--- config.mk ---
export PLATFORM = sky130hd
export DESIGN_NAME = bpa_ctrl
export DESIGN_NICKNAME = d
export VERILOG_FILES = /design/src/hw/rtl/bpa_pkg.sv /design/src/hw/rtl/bpa_ctrl.sv
export SDC_FILE = /design/constraint.sdc
export NUM_CORES = 1
export LEC_CHECK = 0
export ABC_AREA = 0
export BUFFER_PORTS_ARGS = -buffer_cell sky130_fd_sc_hd__buf_2
export CELL_PAD_IN_SITES_DETAIL_PLACEMENT = 0
export CELL_PAD_IN_SITES_GLOBAL_PLACEMENT = 2
export CORE_MARGIN = 2
export CORE_UTILIZATION = 43
export DETAILED_ROUTE_END_ITERATION = 6
export GPL_TIMING_DRIVEN = 0
export PLACE_DENSITY = 0.87
export SYNTH_ARGS = -nofsm -noshare
export SYNTH_HDL_FRONTEND = slang
export SYNTH_SLANG_ARGS = --single-unit
--- constraint.sdc ---
create_clock -name clk -period 18.2 [get_ports clk]
set_clock_uncertainty 0.2 [all_clocks]
set_input_delay 1.82 -clock clk [delete_from_list [all_inputs] [get_ports clk]]
set_output_delay 1.82 -clock clk [all_outputs]
set_load 0.05 [all_outputs]
--- src/hw/rtl/bpa_pkg.sv ---
`timescale 1ns / 1ps
// ----------------------------------------------------------------------------
// bpa_pkg
// Shared constants, codes and types of the buddy page allocator.
// ----------------------------------------------------------------------------
package bpa_pkg;

  localparam int PAGE_BITS  = 14;
  localparam int TOP_ORDER  = 10;
  localparam int EFF_TOP    = (TOP_ORDER < PAGE_BITS) ? TOP_ORDER : PAGE_BITS;
  localparam int NUM_ORDERS = EFF_TOP + 1;
  localparam int ORD_W      = 4;
  localparam int CNT_W      = PAGE_BITS + 1;
  // bit position within the free map, all orders laid end to end
  localparam int MAP_AW     = PAGE_BITS + 1;
  localparam int BIT_AW     = 5;
  localparam int WORD_BITS  = 32;
  localparam int MEM_AW     = MAP_AW - BIT_AW;
  localparam int MEM_DEPTH  = 1 << MEM_AW;

  localparam logic       OP_ALLOC   = 1'b0;
  localparam logic       OP_FREE    = 1'b1;
  localparam logic [1:0] ST_OK      = 2'd0;
  localparam logic [1:0] ST_LOW     = 2'd1;
  localparam logic [1:0] ST_NOFREE  = 2'd2;
  localparam logic [1:0] ST_BAD     = 2'd3;
  localparam logic [1:0] CLS_MIN    = 2'd0;
  localparam logic [1:0] CLS_LOW    = 2'd1;
  localparam logic [1:0] REG_WM_MIN  = 2'd0;
  localparam logic [1:0] REG_WM_LOW  = 2'd1;
  localparam logic [1:0] REG_WM_HIGH = 2'd2;

  typedef struct packed {
    logic [CNT_W-1:0] wm_min;
    logic [CNT_W-1:0] wm_low;
    logic [CNT_W-1:0] wm_high;
  } wm_t;

  typedef struct packed {
    logic                 operation;
    logic [3:0]           block_order;
    logic [PAGE_BITS-1:0] page_index;
    logic [1:0]           watermark_class;
  } req_t;

  typedef struct packed {
    logic [1:0]           status;
    logic [PAGE_BITS-1:0] block_index;
    logic [CNT_W-1:0]     pages_left;
  } rsp_t;

  typedef struct packed {
    logic                 rd_en;
    logic                 wr_en;
    logic [MEM_AW-1:0]    addr;
    logic [WORD_BITS-1:0] wdata;
  } map_req_t;

  // first map position of the blocks of order k
  function automatic logic [MAP_AW-1:0] map_off(input logic [ORD_W-1:0] k);
    logic [MAP_AW:0] full;
    logic [MAP_AW:0] tail;
    full = (MAP_AW + 1)'(1) << MAP_AW;
    tail = (MAP_AW + 1)'(1) << (MAP_AW - int'(k));
    return MAP_AW'(full - tail);
  endfunction

endpackage

--- src/hw/rtl/bpa_ctrl.sv ---
`timescale 1ns / 1ps
// ----------------------------------------------------------------------------
// bpa_ctrl
// Request sequencer: watermark test, free map scans, split and merge
// read-modify-write steps, per-order counts and the free page count.
// ----------------------------------------------------------------------------
module bpa_ctrl (
  input  logic                          clk,
  input  logic                          rst,
  input  logic                          start,
  input  bpa_pkg::req_t                 req,
  input  bpa_pkg::wm_t                  wm,
  input  logic                          slot_free,
  output logic                          idle,
  output logic                          done,
  output bpa_pkg::rsp_t                 rsp,
  output bpa_pkg::map_req_t             mreq,
  input  logic [bpa_pkg::WORD_BITS-1:0] rdata
);

  localparam int PB  = bpa_pkg::PAGE_BITS;
  localparam int TOP = bpa_pkg::EFF_TOP;
  localparam int AW  = bpa_pkg::MAP_AW;
  localparam int BW  = bpa_pkg::BIT_AW;
  localparam int MW  = bpa_pkg::MEM_AW;
  localparam int OW  = bpa_pkg::ORD_W;
  localparam int CW  = bpa_pkg::CNT_W;
  localparam int WB  = bpa_pkg::WORD_BITS;
  localparam logic [OW-1:0] TOP_K = OW'(TOP);

  typedef enum logic [3:0] {
    S_CLEAR, S_IDLE, S_A_ORD, S_F_NEXT, S_SCAN, S_MRG_RD, S_MRG_CHK,
    S_SET_RD, S_SET_WR, S_DONE
  } state_t;

  state_t          state;
  logic [MW-1:0]   clr_w;
  logic            op;
  logic [OW-1:0]   order;
  logic [OW-1:0]   k;
  logic [OW-1:0]   jj;
  logic [PB-1:0]   idx;
  logic [MW-1:0]   w;
  logic [MW-1:0]   last_w;
  logic [AW-1:0]   lo;
  logic [AW:0]     hi;
  logic [AW-1:0]   rpos;
  logic [CW-1:0]   cnt [bpa_pkg::NUM_ORDERS];
  logic [CW-1:0]   fpc;
  logic [1:0]      status;
  logic [PB-1:0]   res_idx;

  // map word at reset: top-order blocks free
  function automatic logic [WB-1:0] init_word(input logic [MW-1:0] a);
    logic [WB-1:0] v;
    logic [AW-1:0] p;
    logic [AW:0]   top_hi;
    top_hi = {1'b0, bpa_pkg::map_off(TOP_K)} + ((AW + 1)'(1) << (PB - TOP));
    for (int i = 0; i < WB; i++) begin
      p    = {a, BW'(i)};
      v[i] = (p >= bpa_pkg::map_off(TOP_K)) && ({1'b0, p} < top_hi);
    end
    return v;
  endfunction

  logic [CW-1:0]   cnt_k;
  logic [AW-1:0]   lo_c;
  logic [AW:0]     hi_c;
  logic [AW-1:0]   base_f;
  logic [AW:0]     span_f;
  logic [WB-1:0]   masked;
  logic            hit;
  logic [BW-1:0]   fb;
  logic [AW-1:0]   found_blk;
  logic [PB-1:0]   found_idx;
  logic [AW-1:0]   mrg_pos;
  logic [AW-1:0]   set_pos;
  logic [PB-1:0]   set_blk;
  logic            rbit;
  logic [WB-1:0]   rmask;
  logic [CW-1:0]   wm_sel;
  logic [CW:0]     need;
  logic [PB-1:0]   align_mask;
  logic [CW-1:0]   size_pages;

  always_comb begin
    cnt_k = (k <= TOP_K) ? cnt[k] : '0;

    // scan window: a whole order on allocate, the overlap window on free
    base_f = AW'(idx >> jj);
    span_f = (jj >= order) ? (AW + 1)'(1) : ((AW + 1)'(1) << (order - jj));
    if (op == bpa_pkg::OP_ALLOC) begin
      lo_c = bpa_pkg::map_off(k);
      hi_c = {1'b0, lo_c} + ((AW + 1)'(1) << (PB - int'(k)));
    end else begin
      lo_c = bpa_pkg::map_off(jj) + base_f;
      hi_c = {1'b0, lo_c} + span_f;
    end

    for (int i = 0; i < WB; i++) begin
      masked[i] = rdata[i] && ({w, BW'(i)} >= lo) && ({1'b0, w, BW'(i)} < hi);
    end
    hit = |masked;
    fb  = '0;
    for (int i = WB - 1; i >= 0; i--) begin
      if (masked[i]) fb = BW'(i);
    end
    found_blk = {w, fb} - bpa_pkg::map_off(k);
    found_idx = PB'(found_blk << k);

    mrg_pos = bpa_pkg::map_off(k) + AW'((idx >> k) ^ PB'(1));
    set_blk = (op == bpa_pkg::OP_ALLOC) ? ((idx >> k) | PB'(1)) : (idx >> k);
    set_pos = bpa_pkg::map_off(k) + AW'(set_blk);
    rmask   = WB'(1) << rpos[BW-1:0];
    rbit    = |(rdata & rmask);

    case (req.watermark_class)
      bpa_pkg::CLS_MIN: wm_sel = wm.wm_min;
      bpa_pkg::CLS_LOW: wm_sel = wm.wm_low;
      default:          wm_sel = wm.wm_high;
    endcase
    need       = {1'b0, wm_sel} + ((CW + 1)'(1) << req.block_order);
    align_mask = PB'((PB + 1)'(1) << req.block_order) - PB'(1);
    size_pages = CW'((CW + 1)'(1) << order);
  end

  always_comb begin
    mreq = '0;
    case (state)
      S_CLEAR: begin
        mreq.wr_en = 1'b1;
        mreq.addr  = clr_w;
        mreq.wdata = init_word(clr_w);
      end
      S_A_ORD: begin
        mreq.rd_en = (k <= TOP_K) && (cnt_k != '0);
        mreq.addr  = lo_c[AW-1:BW];
      end
      S_F_NEXT: begin
        mreq.rd_en = 1'b1;
        mreq.addr  = lo_c[AW-1:BW];
      end
      S_SCAN: begin
        if (hit && op == bpa_pkg::OP_ALLOC) begin
          mreq.wr_en = 1'b1;
          mreq.addr  = w;
          mreq.wdata = rdata & ~(WB'(1) << fb);
        end else if (!hit && w != last_w) begin
          mreq.rd_en = 1'b1;
          mreq.addr  = w + MW'(1);
        end
      end
      S_MRG_RD: begin
        mreq.rd_en = (k != TOP_K);
        mreq.addr  = mrg_pos[AW-1:BW];
      end
      S_MRG_CHK: begin
        mreq.wr_en = rbit;
        mreq.addr  = rpos[AW-1:BW];
        mreq.wdata = rdata & ~rmask;
      end
      S_SET_RD: begin
        mreq.rd_en = 1'b1;
        mreq.addr  = set_pos[AW-1:BW];
      end
      S_SET_WR: begin
        mreq.wr_en = 1'b1;
        mreq.addr  = rpos[AW-1:BW];
        mreq.wdata = rdata | rmask;
      end
      default: mreq = '0;
    endcase
  end

  assign idle = (state == S_IDLE);
  assign done = (state == S_DONE) && slot_free;
  assign rsp  = '{status: status, block_index: res_idx, pages_left: fpc};

  always_ff @(posedge clk) begin
    if (rst) begin
      state <= S_CLEAR;
      clr_w <= '0;
      fpc   <= CW'(1) << PB;
      for (int i = 0; i < bpa_pkg::NUM_ORDERS; i++) begin
        cnt[i] <= (i == TOP) ? (CW'(1) << (PB - TOP)) : '0;
      end
    end else begin
      case (state)
        S_CLEAR: begin
          clr_w <= clr_w + MW'(1);
          if (clr_w == MW'(bpa_pkg::MEM_DEPTH - 1)) state <= S_IDLE;
        end
        S_IDLE: begin
          if (start) begin
            op      <= req.operation;
            order   <= req.block_order;
            k       <= req.block_order;
            jj      <= '0;
            idx     <= req.page_index;
            res_idx <= '0;
            if (req.block_order > TOP_K) begin
              status <= bpa_pkg::ST_BAD;
              state  <= S_DONE;
            end else if (req.operation == bpa_pkg::OP_ALLOC) begin
              if ({1'b0, fpc} < need) begin
                status <= bpa_pkg::ST_LOW;
                state  <= S_DONE;
              end else begin
                state <= S_A_ORD;
              end
            end else if ((req.page_index & align_mask) != '0) begin
              status <= bpa_pkg::ST_BAD;
              state  <= S_DONE;
            end else begin
              state <= S_F_NEXT;
            end
          end
        end
        S_A_ORD: begin
          if (k > TOP_K) begin
            status <= bpa_pkg::ST_NOFREE;
            state  <= S_DONE;
          end else if (cnt_k == '0) begin
            k <= k + OW'(1);
          end else begin
            lo     <= lo_c;
            hi     <= hi_c;
            w      <= lo_c[AW-1:BW];
            last_w <= MW'((hi_c - (AW + 1)'(1)) >> BW);
            state  <= S_SCAN;
          end
        end
        S_F_NEXT: begin
          lo     <= lo_c;
          hi     <= hi_c;
          w      <= lo_c[AW-1:BW];
          last_w <= MW'((hi_c - (AW + 1)'(1)) >> BW);
          state  <= S_SCAN;
        end
        S_SCAN: begin
          if (hit) begin
            if (op == bpa_pkg::OP_ALLOC) begin
              cnt[k] <= cnt[k] - CW'(1);
              idx    <= found_idx;
              if (k == order) begin
                fpc     <= fpc - size_pages;
                res_idx <= found_idx;
                status  <= bpa_pkg::ST_OK;
                state   <= S_DONE;
              end else begin
                k     <= k - OW'(1);
                state <= S_SET_RD;
              end
            end else begin
              status <= bpa_pkg::ST_BAD;
              state  <= S_DONE;
            end
          end else if (w != last_w) begin
            w <= w + MW'(1);
          end else if (op == bpa_pkg::OP_ALLOC) begin
            k     <= k + OW'(1);
            state <= S_A_ORD;
          end else if (jj == TOP_K) begin
            state <= S_MRG_RD;
          end else begin
            jj    <= jj + OW'(1);
            state <= S_F_NEXT;
          end
        end
        S_MRG_RD: begin
          rpos  <= mrg_pos;
          state <= (k == TOP_K) ? S_SET_RD : S_MRG_CHK;
        end
        S_MRG_CHK: begin
          if (rbit) begin
            cnt[k] <= cnt[k] - CW'(1);
            idx    <= idx & ~(PB'(1) << k);
            k      <= k + OW'(1);
            state  <= S_MRG_RD;
          end else begin
            state <= S_SET_RD;
          end
        end
        S_SET_RD: begin
          rpos  <= set_pos;
          state <= S_SET_WR;
        end
        S_SET_WR: begin
          if (!rbit) cnt[k] <= cnt[k] + CW'(1);
          if (op == bpa_pkg::OP_FREE) begin
            fpc    <= fpc + size_pages;
            status <= bpa_pkg::ST_OK;
            state  <= S_DONE;
          end else if (k == order) begin
            fpc     <= fpc - size_pages;
            res_idx <= idx;
            status  <= bpa_pkg::ST_OK;
            state   <= S_DONE;
          end else begin
            k     <= k - OW'(1);
            state <= S_SET_RD;
          end
        end
        S_DONE: begin
          if (slot_free) state <= S_IDLE;
        end
        default: state <= S_IDLE;
      endcase
    end
  end

endmodule

==> impl_metrics.env <==
export IMPL_status="complete, no violations"
export IMPL_post_route_drc_count=0
export IMPL_layout_min_cycle_time_ps=10310
export IMPL_reg2reg_slack_ps=9880
export IMPL_start_kind="flop"
export IMPL_synth_top_flop_cell="edfxtp_1"
export IMPL_slowest_delay_ps=1090
export IMPL_fin_tns_setup_ps=0
export IMPL_port_buffers=176
export IMPL_antenna_cells=0
export IMPL_postSynthAreaPerCell_um2=9.10
export IMPL_cts_clk_slew_worst_paths_ps=70
export IMPL_synth_edf_count=334
export IMPL_gr_usage_met1_pct=43.6
export IMPL_core_area_um2=68600
export IMPL_top_usage_layer="met2"
export IMPL_final_hold_violation_count=0
export IMPL_final_core_util_pct=49.0
export IMPL_synth_area_um2=29800
export IMPL_dieArea_um2=71400
export IMPL_synth_area_top_cells="edfxtp_1, ha_1, mux4_2, nor2_1, o21ai_0"
export IMPL_initial_core_util_pct=43.4
export IMPL_vdd_drop_max_v=0.0000696
export IMPL_layout_drive_gt1_share_pct=12.4
export IMPL_p_leak_nw=13.4
export IMPL_setup_violations_final=0
export IMPL_cts_path_max_buffers=3
export IMPL_path_max_fanout=12
export IMPL_timing_max_cap_violations=0
export IMPL_antenna_left=0
export IMPL_grt_overflow=0
export IMPL_grt_max_degree=23
export IMPL_first_pass_iters=6
export IMPL_grt_pass1_wl_um=166000
export IMPL_ios=179
export IMPL_clock_latency_ps=620
export IMPL_yosysSeqAreaShare_pct=36.9
export IMPL_synth_warning_count=0
export IMPL_cts_resized=0
export IMPL_use_met2_pct=49.9
export IMPL_max_freq_mhz=97.0
export IMPL_die_y_um=267
export IMPL_first_global_vias=26009
export IMPL_cp_slowest_cell="o311ai_0"
export IMPL_tightestPinTransition_ps=1340
export IMPL_synth_area_leader_cell="edfxtp_1"
export IMPL_rsz0062_at_grt="false"
export IMPL_end_kind="output pin"
export IMPL_cts_buffers=46
export IMPL_antenna_found_initial=4
export IMPL_cts_post_setup_buffers_inserted=0
export IMPL_pwr_density_cell_nw_per_um2=66.1
export IMPL_fin_crit_sh_pct=56.7
export IMPL_critPathArrivalTime_ps=8290
export IMPL_syn_nets=3568
export IMPL_maxSlewHeadroom_pct=9.62
export IMPL_cts_tree="done"
export IMPL_synth_seq_cells=382
export IMPL_cts_sinks=382
export IMPL_drt_initial_drc_count=3053
export IMPL_std_cell_rows=96
export IMPL_cts_root_buf="clkbuf_16"
export IMPL_nets=3806
export IMPL_synth_cell_type_count=98
export IMPL_via_per_inst=6.10
export IMPL_dieWidth_um=267
export IMPL_synthCells=3273
export IMPL_gr_usage_all_layers_pct=31.0
export IMPL_synth_top_area_share_pct=33.7
export IMPL_path_class="reg2out"
export IMPL_area_growth_syn_to_layout_pct=12.8
export IMPL_routedWlPerCell_um=25.2
export IMPL_num_vias=27324
export IMPL_use_met3_pct=4.83
export IMPL_crit_top_cell="o21ai_0"
export IMPL_report_final_slew_viol_count=0
export IMPL_hold_buffers=0
export IMPL_crit_required_ps=16180
export IMPL_gp_congestion=0.977
export IMPL_ctsHtreeMaxLevel=2
export IMPL_timing_critical_path_buf_inv=7
export IMPL_dp_hpwl_um=89100
export IMPL_min_path_type="reg2reg"
export IMPL_wl_um=113000
export IMPL_async_flop_share_pct=0
export IMPL_critPathTopFamily="compound AO/OA/AOI/OAI gates"
[cells in the mapped netlist, types with 48 or more instances]
| master | number |
|---|---|
| a21o_1 | 48 |
| a21oi_1 | 207 |
| clkbuf_1 | 159 |
| dfxtp_1 | 48 |
| edfxtp_1 | 334 |
| ha_1 | 182 |
| inv_1 | 182 |
| mux2i_1 | 65 |
| mux4_2 | 81 |
| nand2_1 | 287 |
| nand2b_1 | 50 |
| nand3_1 | 68 |
| nor2_1 | 402 |
| nor3_1 | 70 |
| o21ai_0 | 286 |
| xnor2_1 | 92 |
| xor2_1 | 52 |
[state kept, by name, indices dropped and copies added (netlist names), named ones only]
name,count
clr_w,10
cnt,240
fpc,15
hi,16
idx,14
jj,4
k,4
last_w,10
lo,15
op,1
order,4
res_idx,14
rpos,15
state,4
status,2
w,10
[tightest hold or removal path, stage by stage, from the launching register on]
cell and delay [ps]:
dfxtp_1 310, nand2_1 50, a21oi_1 50
[cell type report]
| class | count | area, um2 |
|---|---|---|
| well taps | 931 | 1160 |
| repair buffers | 190 | 1020 |
| fillers | 6608 | 35000 |
| inverters | 186 | 698 |
| clock buffers | 61 | 1290 |
| flip-flops and latches | 382 | 11000 |
| clock inverters | 25 | 262 |
| plain buffers | 205 | 825 |
| multi-input cells | 2500 | 17300 |
[cells by family (layout without fill, tap and decap cells)]
group           after synthesis  after routing  synth area share, %
mux                         158            158                 8.76
simple gates               1099           1099                 17.2
xor+xnor                    145            145                 4.29
buf+inv                     391            667                 5.11
flops                       382            382                 36.9
compound gates              905            905                 19.3
fa+ha+maj                   193            193                 8.38
[metal layers]
layer | routed length [um] | vias up
met4 | 3170 | 4
met2 | 51900 | 1138
met5 | 27 | -
li1 | - | 12533
met1 | 49300 | 13476
met3 | 8700 | 173
[path summary, 6_finish.rpt]
kind	from	to	cells past startpoint
worst min-delay path	cnt[10][3]	cnt[10][3]	2
worst max register to register	k[0]	idx[10]	21
worst max-delay path	k[1]	mreq[39]	25
worst min register to register	cnt[10][3]	cnt[10][3]	2
[metrics by stage]
step           cell area [um2]  std cells  power [mW]  setup WS, ps  hold slack (ps)
2_1_floorplan            29800       3273        1.19         10430              233
3_3_place_gp             31800       4380        1.29          8650              239
3_5_place_dp             32000       4394        1.29          8660              250
4_1_cts                  33600       4480        2.23          7990              257
5_1_grt                  33600       4480        2.29          7410              276
6_report                 33600       4480        2.22          7890              260
[power by group]
| group | internal (mW) | total [mW] | leakage [nW] | switching (mW) |
|---|---|---|---|---|
| Sequential | 0.965 | 0.973 | 3.62 | 0.00825 |
| Combinational | 0.110 | 0.306 | 9.03 | 0.196 |
| Clock | 0.536 | 0.940 | 0.755 | 0.404 |
| Total | 1.61 | 2.22 | 13.4 | 0.609 |
[layout by cell type, fill, tap and decap left out, types with 52 or more instances in the layout]
cell and n:
clkbuf_1 166, buf_2 196, nand3_1 68, ha_1 182, nor2_1 401, xnor2_1 92, nand2_1 287, mux4_2 81
mux2i_1 65, a21oi_1 207, xor2_1 52, nor3_1 66, o21ai_0 286, inv_1 182, edfxtp_1 334
(Power assumes the default switching activity.)
